<file path="config.mk">
export PLATFORM = sky130hd
export DESIGN_NAME = signed_int_divider_saturating
export DESIGN_NICKNAME = d
export VERILOG_FILES = /design/src/sv/sidiv_pkg.sv /design/src/sv/signed_int_divider_saturating.sv /design/src/sv/sidiv_dp.sv /design/src/sv/sidiv_ctrl.sv
export SDC_FILE = /design/constraint.sdc
export NUM_CORES = 1
export LEC_CHECK = 0
export BUFFER_PORTS_ARGS = -buffer_cell sky130_fd_sc_hd__buf_2
export CAP_MARGIN = 5
export CELL_PAD_IN_SITES_DETAIL_PLACEMENT = 1
export CELL_PAD_IN_SITES_GLOBAL_PLACEMENT = 1
export CORE_AREA = 3 3 166 168
export DETAILED_ROUTE_END_ITERATION = 6
export DIE_AREA = 0 0 169 171
export GPL_ROUTABILITY_DRIVEN = 1
export PLACE_DENSITY = 0.76
export SLEW_MARGIN = 30
export SYNTH_ARGS = -nofsm -noshare
export SYNTH_HDL_FRONTEND = slang
export SYNTH_SLANG_ARGS = --single-unit
export TNS_END_PERCENT = 10
</file>
<file path="constraint.sdc">
create_clock -name clk -period 2.96 [get_ports clk]
set_input_delay 0.148 -clock clk [delete_from_list [all_inputs] [get_ports clk]]
set_output_delay 0.148 -clock clk [all_outputs]
set_load 0.05 [all_outputs]
</file>
<file path="src/sv/sidiv_pkg.sv">
package sidiv_pkg;

    // Operand and quotient width.
    localparam int DATA_WIDTH = 32;

    // Width of the step counter that walks the quotient bits.
    localparam int CNT_W = $clog2(DATA_WIDTH);

    // Stream payload widths, rounded up to whole bytes.
    localparam int S_TDATA_W = ((2 * DATA_WIDTH + 7) / 8) * 8;
    localparam int M_TDATA_W = ((DATA_WIDTH + 7) / 8) * 8;
    localparam int M_TUSER_W = 2;

    // Bit positions of the flags in the result tuser.
    localparam int TUSER_OVF = 0;
    localparam int TUSER_DBZ = 1;

    // Largest positive quotient, used when the result saturates.
    localparam logic [DATA_WIDTH-1:0] QUOT_MAX = {1'b0, {(DATA_WIDTH-1){1'b1}}};

    // Controller states.
    typedef enum logic [1:0] {
        ST_IDLE,
        ST_DIVIDE,
        ST_FINISH
    } sidiv_state_t;

    // Commands from the controller to the datapath.
    typedef struct packed {
        logic load;
        logic step;
        logic finish;
    } sidiv_cmd_t;

    // Status from the datapath to the controller.
    typedef struct packed {
        logic last_step;
    } sidiv_status_t;

endpackage

</file>
<file path="src/sv/signed_int_divider_saturating.sv">
// Channel   Direction  Handshake            Payload
// s_axis    in         s_tvalid / s_tready  s_tdata = {divisor, dividend}
// m_axis    out        m_tvalid / m_tready  m_tdata = quotient,
//                                           m_tuser = {divide_by_zero, overflow}
//
// A transaction is accepted only after the last one is through: a load, the
// restoring divide loop with one step per quotient bit (DATA_WIDTH), and a
// write that signs and saturates the quotient into the result register.
// Reset is asynchronous and active low; it returns the controller to idle
// and empties the result register.
// A stalled result waits in its register while the next dividend and
// divisor are taken and divided; only the final write waits for it.
module signed_int_divider_saturating
    import sidiv_pkg::*;
(
    input  logic                 clk,
    input  logic                 rst_n,
    input  logic                 s_tvalid,
    output logic                 s_tready,
    input  logic [S_TDATA_W-1:0] s_tdata,   // [31:0] dividend, [63:32] divisor
    output logic                 m_tvalid,
    input  logic                 m_tready,
    output logic [M_TDATA_W-1:0] m_tdata,   // [31:0] quotient
    output logic [M_TUSER_W-1:0] m_tuser    // [0] overflow, [1] divide_by_zero
);

    sidiv_cmd_t            cmd;
    sidiv_status_t         status;
    logic [DATA_WIDTH-1:0] quotient;
    logic                  overflow;
    logic                  divide_by_zero;

    // Sequencing of load, divide steps and result write.
    sidiv_ctrl u_ctrl (
        .clk      (clk),
        .rst_n    (rst_n),
        .s_tvalid (s_tvalid),
        .s_tready (s_tready),
        .m_tvalid (m_tvalid),
        .m_tready (m_tready),
        .cmd      (cmd),
        .status   (status)
    );

    // Magnitudes, shift-and-subtract loop and signed result.
    sidiv_dp u_dp (
        .clk            (clk),
        .rst_n          (rst_n),
        .cmd            (cmd),
        .status         (status),
        .dividend       (s_tdata[DATA_WIDTH-1:0]),
        .divisor        (s_tdata[2*DATA_WIDTH-1:DATA_WIDTH]),
        .quotient       (quotient),
        .overflow       (overflow),
        .divide_by_zero (divide_by_zero)
    );

    // Pack the result transaction.
    assign m_tdata            = M_TDATA_W'(quotient);
    assign m_tuser[TUSER_OVF] = overflow;
    assign m_tuser[TUSER_DBZ] = divide_by_zero;

endmodule

</file>
<file path="src/sv/sidiv_dp.sv">
module sidiv_dp
    import sidiv_pkg::*;
(
    input  logic                  clk,
    input  logic                  rst_n,
    input  sidiv_cmd_t            cmd,
    output sidiv_status_t         status,
    input  logic [DATA_WIDTH-1:0] dividend,
    input  logic [DATA_WIDTH-1:0] divisor,
    output logic [DATA_WIDTH-1:0] quotient,
    output logic                  overflow,
    output logic                  divide_by_zero
);

    // Working registers: the dividend magnitude shifts out at the top while
    // quotient bits shift in at the bottom of the same register.
    logic [DATA_WIDTH-1:0] work_reg, work_next;
    logic [DATA_WIDTH-1:0] rem_reg, rem_next;
    logic [DATA_WIDTH-1:0] dvs_reg, dvs_next;
    logic                  neg_reg, neg_next;
    logic                  dbz_reg, dbz_next;
    logic [CNT_W-1:0]      cnt_reg, cnt_next;

    // Result register, held until the result transaction completes.
    logic [DATA_WIDTH-1:0] quot_reg, quot_next;
    logic                  ovf_reg, ovf_next;
    logic                  dbzo_reg, dbzo_next;

    logic [DATA_WIDTH-1:0] mag_a;
    logic [DATA_WIDTH-1:0] mag_b;
    logic [DATA_WIDTH-1:0] rem_shift;
    logic [DATA_WIDTH:0]   diff;
    logic                  fits;

    // Magnitudes of the operands; the most negative value maps to 2^(W-1).
    assign mag_a = dividend[DATA_WIDTH-1] ? (~dividend + 1'b1) : dividend;
    assign mag_b = divisor[DATA_WIDTH-1] ? (~divisor + 1'b1) : divisor;

    // One restoring step: the remainder stays below the divisor, so its top
    // bit is always clear before the shift.
    assign rem_shift = {rem_reg[DATA_WIDTH-2:0], work_reg[DATA_WIDTH-1]};
    assign diff      = {1'b0, rem_shift} - {1'b0, dvs_reg};
    assign fits      = ~diff[DATA_WIDTH];

    assign status.last_step = (cnt_reg == '0);

    always_comb
    begin
        work_next = work_reg;
        rem_next  = rem_reg;
        dvs_next  = dvs_reg;
        neg_next  = neg_reg;
        dbz_next  = dbz_reg;
        cnt_next  = cnt_reg;
        quot_next = quot_reg;
        ovf_next  = ovf_reg;
        dbzo_next = dbzo_reg;

        if (cmd.load)
        begin
            work_next = mag_a;
            rem_next  = '0;
            dvs_next  = mag_b;
            neg_next  = dividend[DATA_WIDTH-1] ^ divisor[DATA_WIDTH-1];
            dbz_next  = (divisor == '0);
            cnt_next  = CNT_W'(DATA_WIDTH - 1);
        end

        if (cmd.step)
        begin
            work_next = {work_reg[DATA_WIDTH-2:0], fits};
            rem_next  = fits ? diff[DATA_WIDTH-1:0] : rem_shift;
            cnt_next  = cnt_reg - 1'b1;
        end

        // Apply the sign, saturate, and flag the special cases.
        if (cmd.finish)
        begin
            ovf_next  = 1'b0;
            dbzo_next = 1'b0;
            if (dbz_reg)
            begin
                quot_next = '0;
                dbzo_next = 1'b1;
            end
            else if (neg_reg)
            begin
                quot_next = ~work_reg + 1'b1;
            end
            else if (work_reg[DATA_WIDTH-1])
            begin
                quot_next = QUOT_MAX;
                ovf_next  = 1'b1;
            end
            else
            begin
                quot_next = work_reg;
            end
        end
    end

    always_ff @(posedge clk or negedge rst_n)
    begin
        if (!rst_n)
        begin
            cnt_reg <= '0;
        end
        else
        begin
            cnt_reg <= cnt_next;
        end
    end

    // Payload registers need no reset.
    always_ff @(posedge clk)
    begin
        work_reg <= work_next;
        rem_reg  <= rem_next;
        dvs_reg  <= dvs_next;
        neg_reg  <= neg_next;
        dbz_reg  <= dbz_next;
        quot_reg <= quot_next;
        ovf_reg  <= ovf_next;
        dbzo_reg <= dbzo_next;
    end

    assign quotient       = quot_reg;
    assign overflow       = ovf_reg;
    assign divide_by_zero = dbzo_reg;

endmodule

</file>
<file path="src/sv/sidiv_ctrl.sv">
module sidiv_ctrl
    import sidiv_pkg::*;
(
    input  logic          clk,
    input  logic          rst_n,
    input  logic          s_tvalid,
    output logic          s_tready,
    output logic          m_tvalid,
    input  logic          m_tready,
    output sidiv_cmd_t    cmd,
    input  sidiv_status_t status
);

    sidiv_state_t state_reg, state_next;
    logic         mvalid_reg, mvalid_next;
    logic         out_free;

    // The result register can take a new result when empty or being drained.
    assign out_free = ~mvalid_reg | m_tready;

    // Next state and commands.
    always_comb
    begin
        state_next  = state_reg;
        cmd         = '0;
        s_tready    = 1'b0;
        mvalid_next = mvalid_reg & ~m_tready;

        unique case (state_reg)
            ST_IDLE:
            begin
                s_tready = 1'b1;
                if (s_tvalid)
                begin
                    cmd.load   = 1'b1;
                    state_next = ST_DIVIDE;
                end
            end
            ST_DIVIDE:
            begin
                cmd.step = 1'b1;
                if (status.last_step)
                begin
                    state_next = ST_FINISH;
                end
            end
            ST_FINISH:
            begin
                if (out_free)
                begin
                    cmd.finish  = 1'b1;
                    mvalid_next = 1'b1;
                    state_next  = ST_IDLE;
                end
            end
            default:
            begin
                state_next = ST_IDLE;
            end
        endcase
    end

    always_ff @(posedge clk or negedge rst_n)
    begin
        if (!rst_n)
        begin
            state_reg  <= ST_IDLE;
            mvalid_reg <= 1'b0;
        end
        else
        begin
            state_reg  <= state_next;
            mvalid_reg <= mvalid_next;
        end
    end

    assign m_tvalid = mvalid_reg;

endmodule

</file>
==> flow_metrics.py, run 1 <==
metrics = {
    "status": {
        "status": "finished, violations left",
        "violations": "setup timing",
    },
    "global_route": {
        "grt_pass1_vias": 8006,
        "grt-ovfl-total": 0,
        "grt_pass1_wl_mm": 41.0,
        "grt_use_total_pct": 17.6,
        "grt_start_max_net_pins": 68,
        "antenna_found_initial": 2,
    },
    "drt": {
        "firstDrtPassIters": 5,
        "drc": 0,
        "via_per_inst": 5.49,
        "drt_iter0_markers": 532,
        "avgRoutedWirePerCell_um": 18.4,
        "num_vias": 7928,
        "drt-total-wl_mm": 26.6,
        "ant_nets": 0,
    },
    "finish": {
        "final_cells": 1444,
        "nNetsFinal": 1202,
        "drive_gt1_share_pct": 24.6,
        "diodes": 0,
        "syn_to_final_growth_pct": 24.4,
    },
    "worst_hold_path": {
        "hold_class": "input pin to flip-flop",
        "hp-start": "s_tdata[59]",
    },
    "power_and_ir_drop": {
        "comb_power_share_pct": 50.8,
        "ir_drop_uv": 542,
        "internal_power_w": 0.00694,
        "switching_share_pct": 41.6,
        "p_leak_nw": 4.57,
        "power_frac_seq_pct": 30.6,
        "power_density_nw_per_um2": 1050,
        "p_switching_w": 0.00495,
        "p_clk_share_pct": 18.6,
    },
    "place": {
        "dp_slack_ns": -0.353,
        "dp_cells": 1401,
        "dpl.hpwl_mm": 18.5,
        "gp_congestion": 0.832,
        "io_buffers": 103,
    },
    "clock_network": {
        "path_clk_slew_ns": 0.07,
        "numCtsBuffers": 17,
        "clk_path_buf_depth": 2,
        "cts_sinks": 139,
        "root_buffer": "clkbuf_16",
        "cts_tree": "yes",
        "htreeDepth": 4,
        "worstSkewPairLatency_ns": 0.43,
    },
    "logic_synthesis": {
        "ys_ff_latch": 139,
        "synth_top_cell_by_area": "edfxtp_1",
        "ys.flop_type": "edfxtp_1",
        "synth-edff-count": 131,
        "yosys-top-cells-area": "edfxtp_1, ha_1, xnor2_1",
        "avgSynthCellArea_um2": 9.61,
        "ys_seq_area_share_pct": 45.5,
        "syn_nets": 1052,
        "synth_cell_type_count": 57,
        "yosysWarningCount": 0,
        "netlist_area_um2": 9090,
        "synth_top_area_share_pct": 43.3,
        "synthCells": 946,
        "async_flop_share_pct": 5.76,
    },
    "critical_path": {
        "start_kind": "flip-flop",
        "critPathArrivalTime_ns": 3.13,
        "r2r-end": "u_dp.rem_reg[26]",
        "r2r_cells": 14,
        "criticalPathCategory": "flip-flop to flip-flop",
        "reg2reg_setup_slack_ns": -0.01,
        "crit_start": "u_dp.work_reg[31]",
        "worst_setup_path_end_kind": "flip-flop",
        "crit_path_end": "u_dp.rem_reg[26]",
        "required_ns": 3.12,
        "rr_startpoint": "u_dp.work_reg[31]",
        "cp_max_fo": 5,
    },
    "floorplanning": {
        "die_w_um": 169,
        "core_um2": 26100,
        "start_util_pct": 34.9,
        "die_h_um": 171,
        "die_area_um2": 28900,
        "ioPinCount": 104,
        "num_rows": 59,
    },
    "sta": {
        "finalHoldViolations": 0,
        "slew_violations": 0,
        "tightest_slew_ns": 0.786,
        "postLayoutSetupSlackWorst_ns": -0.0122,
        "finClkSkew_ns": 0.00873,
        "rsz0062_at_grt": "yes",
        "relSlewSlack_pct": 47.4,
        "fmax_mhz": 336,
        "setup_violations": 2,
        "hold_ws_ns": 0.0180,
        "final.min_clock_period_ns": 2.97,
        "finalCritPeriodShare_pct": 100,
    },
    "job": {
        "cap_violations": 0,
    },
}
## worst max-delay path, cell delays in order, from the launching register on
cell and delay, ns:
edfxtp_1 0.38, inv_2 0.07, ha_4 0.16, fa_2 0.34, nand2b_4 0.15, a21o_1 0.18, a31o_4 0.23, o211ai_1 0.21
a21o_1 0.18, a21oi_2 0.08, o21ai_4 0.19, buf_12 0.16, and2_4 0.16, buf_6 0.13, a211oi_1 0.07
## stage by stage
stage,setup TNS [ns],utilization [%],total power (W),cell area (µm²)
6_report,-0.0191,43.4,0.0119,11300
5_1_grt,-3.32,43.4,0.0127,11300
4_1_cts,-0.0275,42.6,0.0114,11100
3_5_place_dp,-2.62,39.8,0.00890,10400
3_3_place_gp,-0.923,39.8,0.00868,10400
2_1_floorplan,-0.735,-,0.00714,9100
## synthesized netlist by cell type, drive strengths merged, types with 13 or more instances
library cell    n
edfxtp        131
nand2          89
a21oi          73
o21ai          73
nor2           61
inv            54
xnor2          46
xor2           39
clkbuf         38
ha             37
nor3           35
nand3          32
a21bo          24
a211oi         20
a21o           17
nand2b         17
o31ai          15
or3            14
or4            13
## power groups by stage
stage | sequential, W | clock, W | combinational [W]
global route | 0.00372 | 0.00233 | 0.00667
detailed placement | 0.00364 | 0 | 0.00526
finish | 0.00364 | 0.00221 | 0.00604
floorplan | 0.00351 | 0 | 0.00362
global placement | 0.00361 | 0 | 0.00506
CTS | 0.00361 | 0.00225 | 0.00559
## repair_timing
item | 4_1_cts | 5_1_grt
cloned | 1 | 2
gates resized for setup | 10 | 31
pin swaps | 4 | 13
hold buffers | 3 | 0
hold endpoints to repair | 10 | 0
endpoints found under the setup margin | 20 | 37
setup buffers | 3 | 2
## placed cells by master, fill, tap and decap left out, types with 16 or more instances in the layout
| cell | synthesis | layout |
|---|---|---|
| nand2b_1 | 17 | 16 |
| nand3_1 | 32 | 30 |
| o21ai_0 | 69 | 65 |
| a21oi_1 | 73 | 68 |
| edfxtp_1 | 131 | 131 |
| nor3_1 | 35 | 35 |
| nor2_1 | 61 | 60 |
| buf_2 | 0 | 103 |
| a21o_1 | 17 | 17 |
| clkbuf_16 | 0 | 19 |
| buf_4 | 2 | 61 |
| xnor2_1 | 46 | 46 |
| xor2_1 | 39 | 39 |
| a211oi_1 | 20 | 16 |
| nand2_1 | 89 | 88 |
| a21bo_2 | 24 | 20 |
| ha_1 | 37 | 36 |
| inv_1 | 54 | 53 |
## cell type report
class                   count  area (µm²)
fillers                  2994       14700
multi-input cells         705        4740
repair buffers            178        1210
clock inverters            15         171
clock buffers              17         425
inverters                  55         206
well taps                 335         419
flip-flops and latches    139        4130
## layer usage
layer,up-vias,GRT usage [%],wire length (µm)
li1,3801,-,-
met3,39,2.70,1010
met2,164,30.5,13400
met4,4,6.10,495
met5,-,0,24
met1,3920,22.4,11600
## kinds of logic after synthesis
| group | count (synthesis) | share of synthesized area, % |
|---|---|---|
| simple gates | 292 | 15.4 |
| compound gates | 289 | 21.2 |
| flops | 139 | 45.5 |
| buf+inv | 102 | 4.29 |
| xor+xnor | 85 | 8.19 |
| fa+ha+maj | 38 | 5.31 |
| mux | 1 | 0.110 |
## worst min-delay path by stage
| stage | end | slack (ns) | cells after the start |
|---|---|---|---|
| floorplan | u_ctrl.m_tvalid | -0.15 | 0 |
| global placement | u_ctrl.state_reg[0] | 0.004 | 1 |
| detailed placement | u_ctrl.m_tvalid | 0.01 | 1 |
| CTS | u_dp.dvs_reg[27] | 0.006 | 2 |
| global route | u_dp.dvs_reg[12] | 0.03 | 2 |
| finish | u_dp.dvs_reg[27] | 0.02 | 2 |
(Power assumes the default switching activity.)
==> run 2, diff against run 1 <==
--- a/config.mk
+++ b/config.mk
@@ -9,13 +9,13 @@
 export CAP_MARGIN = 5
 export CELL_PAD_IN_SITES_DETAIL_PLACEMENT = 1
 export CELL_PAD_IN_SITES_GLOBAL_PLACEMENT = 1
-export CORE_AREA = 3 3 166 168
+export CORE_AREA = 3 3 126 220
 export DETAILED_ROUTE_END_ITERATION = 6
-export DIE_AREA = 0 0 169 171
+export DIE_AREA = 0 0 129 223
 export GPL_ROUTABILITY_DRIVEN = 1
 export PLACE_DENSITY = 0.76
 export SLEW_MARGIN = 30
 export SYNTH_ARGS = -nofsm -noshare
 export SYNTH_HDL_FRONTEND = slang
 export SYNTH_SLANG_ARGS = --single-unit
-export TNS_END_PERCENT = 10
+export TNS_END_PERCENT = 50
==> flow_metrics.py, run 2 (synthesis gave the netlist of run 1 again) <==
metrics = {
    "status": {
        "status": "finished, violations left",
        "violations": "setup timing",
    },
    "drt": {
        "num_vias": 7806,
        "drc": 0,
        "avgRoutedWirePerCell_um": 18.0,
        "drt-total-wl_mm": 26.0,
        "ant_nets": 0,
        "drt_iter0_markers": 349,
        "firstDrtPassIters": 4,
        "via_per_inst": 5.38,
    },
    "global_route": {
        "grt-ovfl-total": 0,
        "grt_pass1_wl_mm": 42.3,
        "grt_pass1_vias": 8540,
        "grt_use_total_pct": 18.6,
        "antenna_found_initial": 1,
        "grt_start_max_net_pins": 68,
    },
    "clock_network": {
        "cts_tree": "yes",
        "numCtsBuffers": 17,
        "clk_path_buf_depth": 2,
        "worstSkewPairLatency_ns": 0.44,
        "root_buffer": "clkbuf_16",
        "cts_sinks": 139,
        "path_clk_slew_ns": 0.06,
        "htreeDepth": 4,
    },
    "finish": {
        "syn_to_final_growth_pct": 25.4,
        "fillCellCount": 3000,
        "mostFrequentLayoutCell": "edfxtp_1",
        "register_area_um2": 4130,
        "drive_gt1_share_pct": 24.9,
        "nNetsFinal": 1224,
        "multiInputGateArea_um2": 4740,
        "layout_common_cells": "edfxtp_1, buf_2, nand2_1, buf_4, o21ai_0",
        "stdcell_area_um2": 11400,
        "finish.utilization_pct": 43.9,
    },
    "place": {
        "gp_congestion": 0.881,
        "io_buffers": 103,
        "dpl.hpwl_mm": 19.6,
        "place_area_um2": 10500,
    },
    "critical_path": {
        "path_cells": "ha_4 -> fa_2 -> nand2b_4 -> a21o_1 -> a31o_2 -> o211ai_1 -> a21o_1 -> a21oi_2 -> o21ai_2 -> buf_6 -> buf_12 -> a21bo_4 -> a21oi_2",
        "cp_max_fo": 8,
        "slowest_delay_ns": 0.42,
        "r2r-end": "u_dp.rem_reg[21]",
        "rr_startpoint": "u_dp.dvs_reg[0]",
        "reg2reg_setup_slack_ns": -0.14,
        "worst_setup_path_end_kind": "flip-flop",
        "worst_path_max_delay_cell": "edfxtp_1",
        "criticalPathCategory": "flip-flop to flip-flop",
        "critPathArrivalTime_ns": 3.27,
        "start_kind": "flip-flop",
        "required_ns": 3.13,
        "r2r_cells": 13,
    },
    "sta": {
        "fin_setup_tns_ns": -2.92,
        "finalHoldViolations": 0,
        "finalCritPeriodShare_pct": 105,
        "slew_violations": 0,
        "tightest_slew_ns": 0.674,
        "setup_violations": 30,
        "finClkSkew_ns": 0.00816,
        "relSlewSlack_pct": 55.1,
        "rsz0062_at_grt": "yes",
        "final.min_clock_period_ns": 3.10,
        "postLayoutSetupSlackWorst_ns": -0.139,
        "fmax_mhz": 323,
    },
    "power_and_ir_drop": {
        "ir_drop_uv": 492,
        "p_leak_nw": 4.63,
        "power_density_nw_per_um2": 1000,
    },
    "worst_hold_path": {
        "hold_class": "input pin to flip-flop",
        "holdPathEnd": "u_ctrl.m_tvalid",
        "hold_path_depth": 3,
        "hp-start": "m_tready",
    },
    "floorplanning": {
        "die_h_um": 223,
        "start_util_pct": 35.0,
        "die_w_um": 129,
        "ioPinCount": 104,
        "die_area_um2": 28800,
        "core_um2": 26000,
        "num_rows": 78,
    },
    "job": {
        "cap_violations": 0,
    },
}
-- run 2: cell count changes in the layout (fill, tap and decap cells not counted), moves of 2 or more --
cell           delta
clkinv_2          +2
inv_6             -7
o21ai_0           +3
a21bo_2           -6
a21bo_4           +6
clkbuf_1          +4
inv_8             -5
clkinv_1          +4
a21oi_2           +6
buf_4            +18
clkinvlp_4        +2
dlygate4sd3_1     +3
o21ai_1           -3
a21oi_1           -6
-- run 2: layout make-up --
class                      instances  share of cell area (%)
inverter                          55                    1.81
clock inverter                    10                   0.680
timing repair buffer             200                    12.3
sequential                       139                    36.2
tap                              320                    3.51
antenna                            1                  0.0219
clock buffer                      21                    3.86
multi-input combinational        705                    41.6
-- run 2: worst max-delay path by stage --
stage	slack (ns)	start	endpoint
2_1_floorplan	-0.11	s_tdata[8]	u_dp.work_reg[29]
6_report	-0.14	u_dp.dvs_reg[0]	u_dp.rem_reg[21]
3_5_place_dp	-0.42	s_tdata[8]	u_dp.work_reg[25]
3_3_place_gp	-0.38	s_tdata[8]	u_dp.work_reg[29]
5_1_grt	-0.28	u_dp.dvs_reg[0]	u_dp.rem_reg[11]
4_1_cts	-0.11	u_dp.work_reg[31]	u_dp.rem_reg[21]
-- run 2: power by group --
part | internal (W) | switching (W) | leakage, nW
Clock | 0.00113 | 0.000819 | 0.243
Combinational | 0.00258 | 0.00328 | 2.99
Sequential | 0.00314 | 0.000473 | 1.39
Total | 0.00685 | 0.00457 | 4.63
-- run 2: routing by layer --
metal / vias up / GRT usage, % / wire length, µm
met5: - / 0 / 0
met3: 60 / 2.30 / 691
met4: 0 / 10.8 / 1200
li1: 3830 / - / -
met2: 146 / 36.9 / 15300
met1: 3770 / 17.5 / 8900
-- run 2: timing repair --
| action | in CTS | in global routing |
|---|---|---|
| pin swaps | 10 | 15 |
| setup buffers | 3 | 2 |
| resized for setup | 9 | 28 |
| hold endpoints to repair | 13 | 0 |
| hold buffers | 6 | 0 |
| endpoints found under the setup margin | 31 | 37 |
| cloned | 1 | 2 |
-- run 2: worst max-delay path, delay by kind of cell, from the launching register on --
family	cells	cell delay [ns]
simple gates	1	0.16
fa+ha+maj	2	0.54
flops	1	0.42
compound gates	8	1.36
buf+inv	2	0.34
-- run 2: per-stage QoR --
stage | std cells | hold WS [ns] | total power [W] | worst slack, ns
2_1_floorplan | 946 | -0.148 | 0.00714 | -0.106
3_3_place_gp | 1403 | 0.00476 | 0.00868 | -0.381
3_5_place_dp | 1404 | 0.00352 | 0.00890 | -0.420
4_1_cts | 1445 | 0.00231 | 0.0111 | -0.108
5_1_grt | 1451 | 0.0303 | 0.0123 | -0.279
6_report | 1451 | 0.0211 | 0.0114 | -0.139
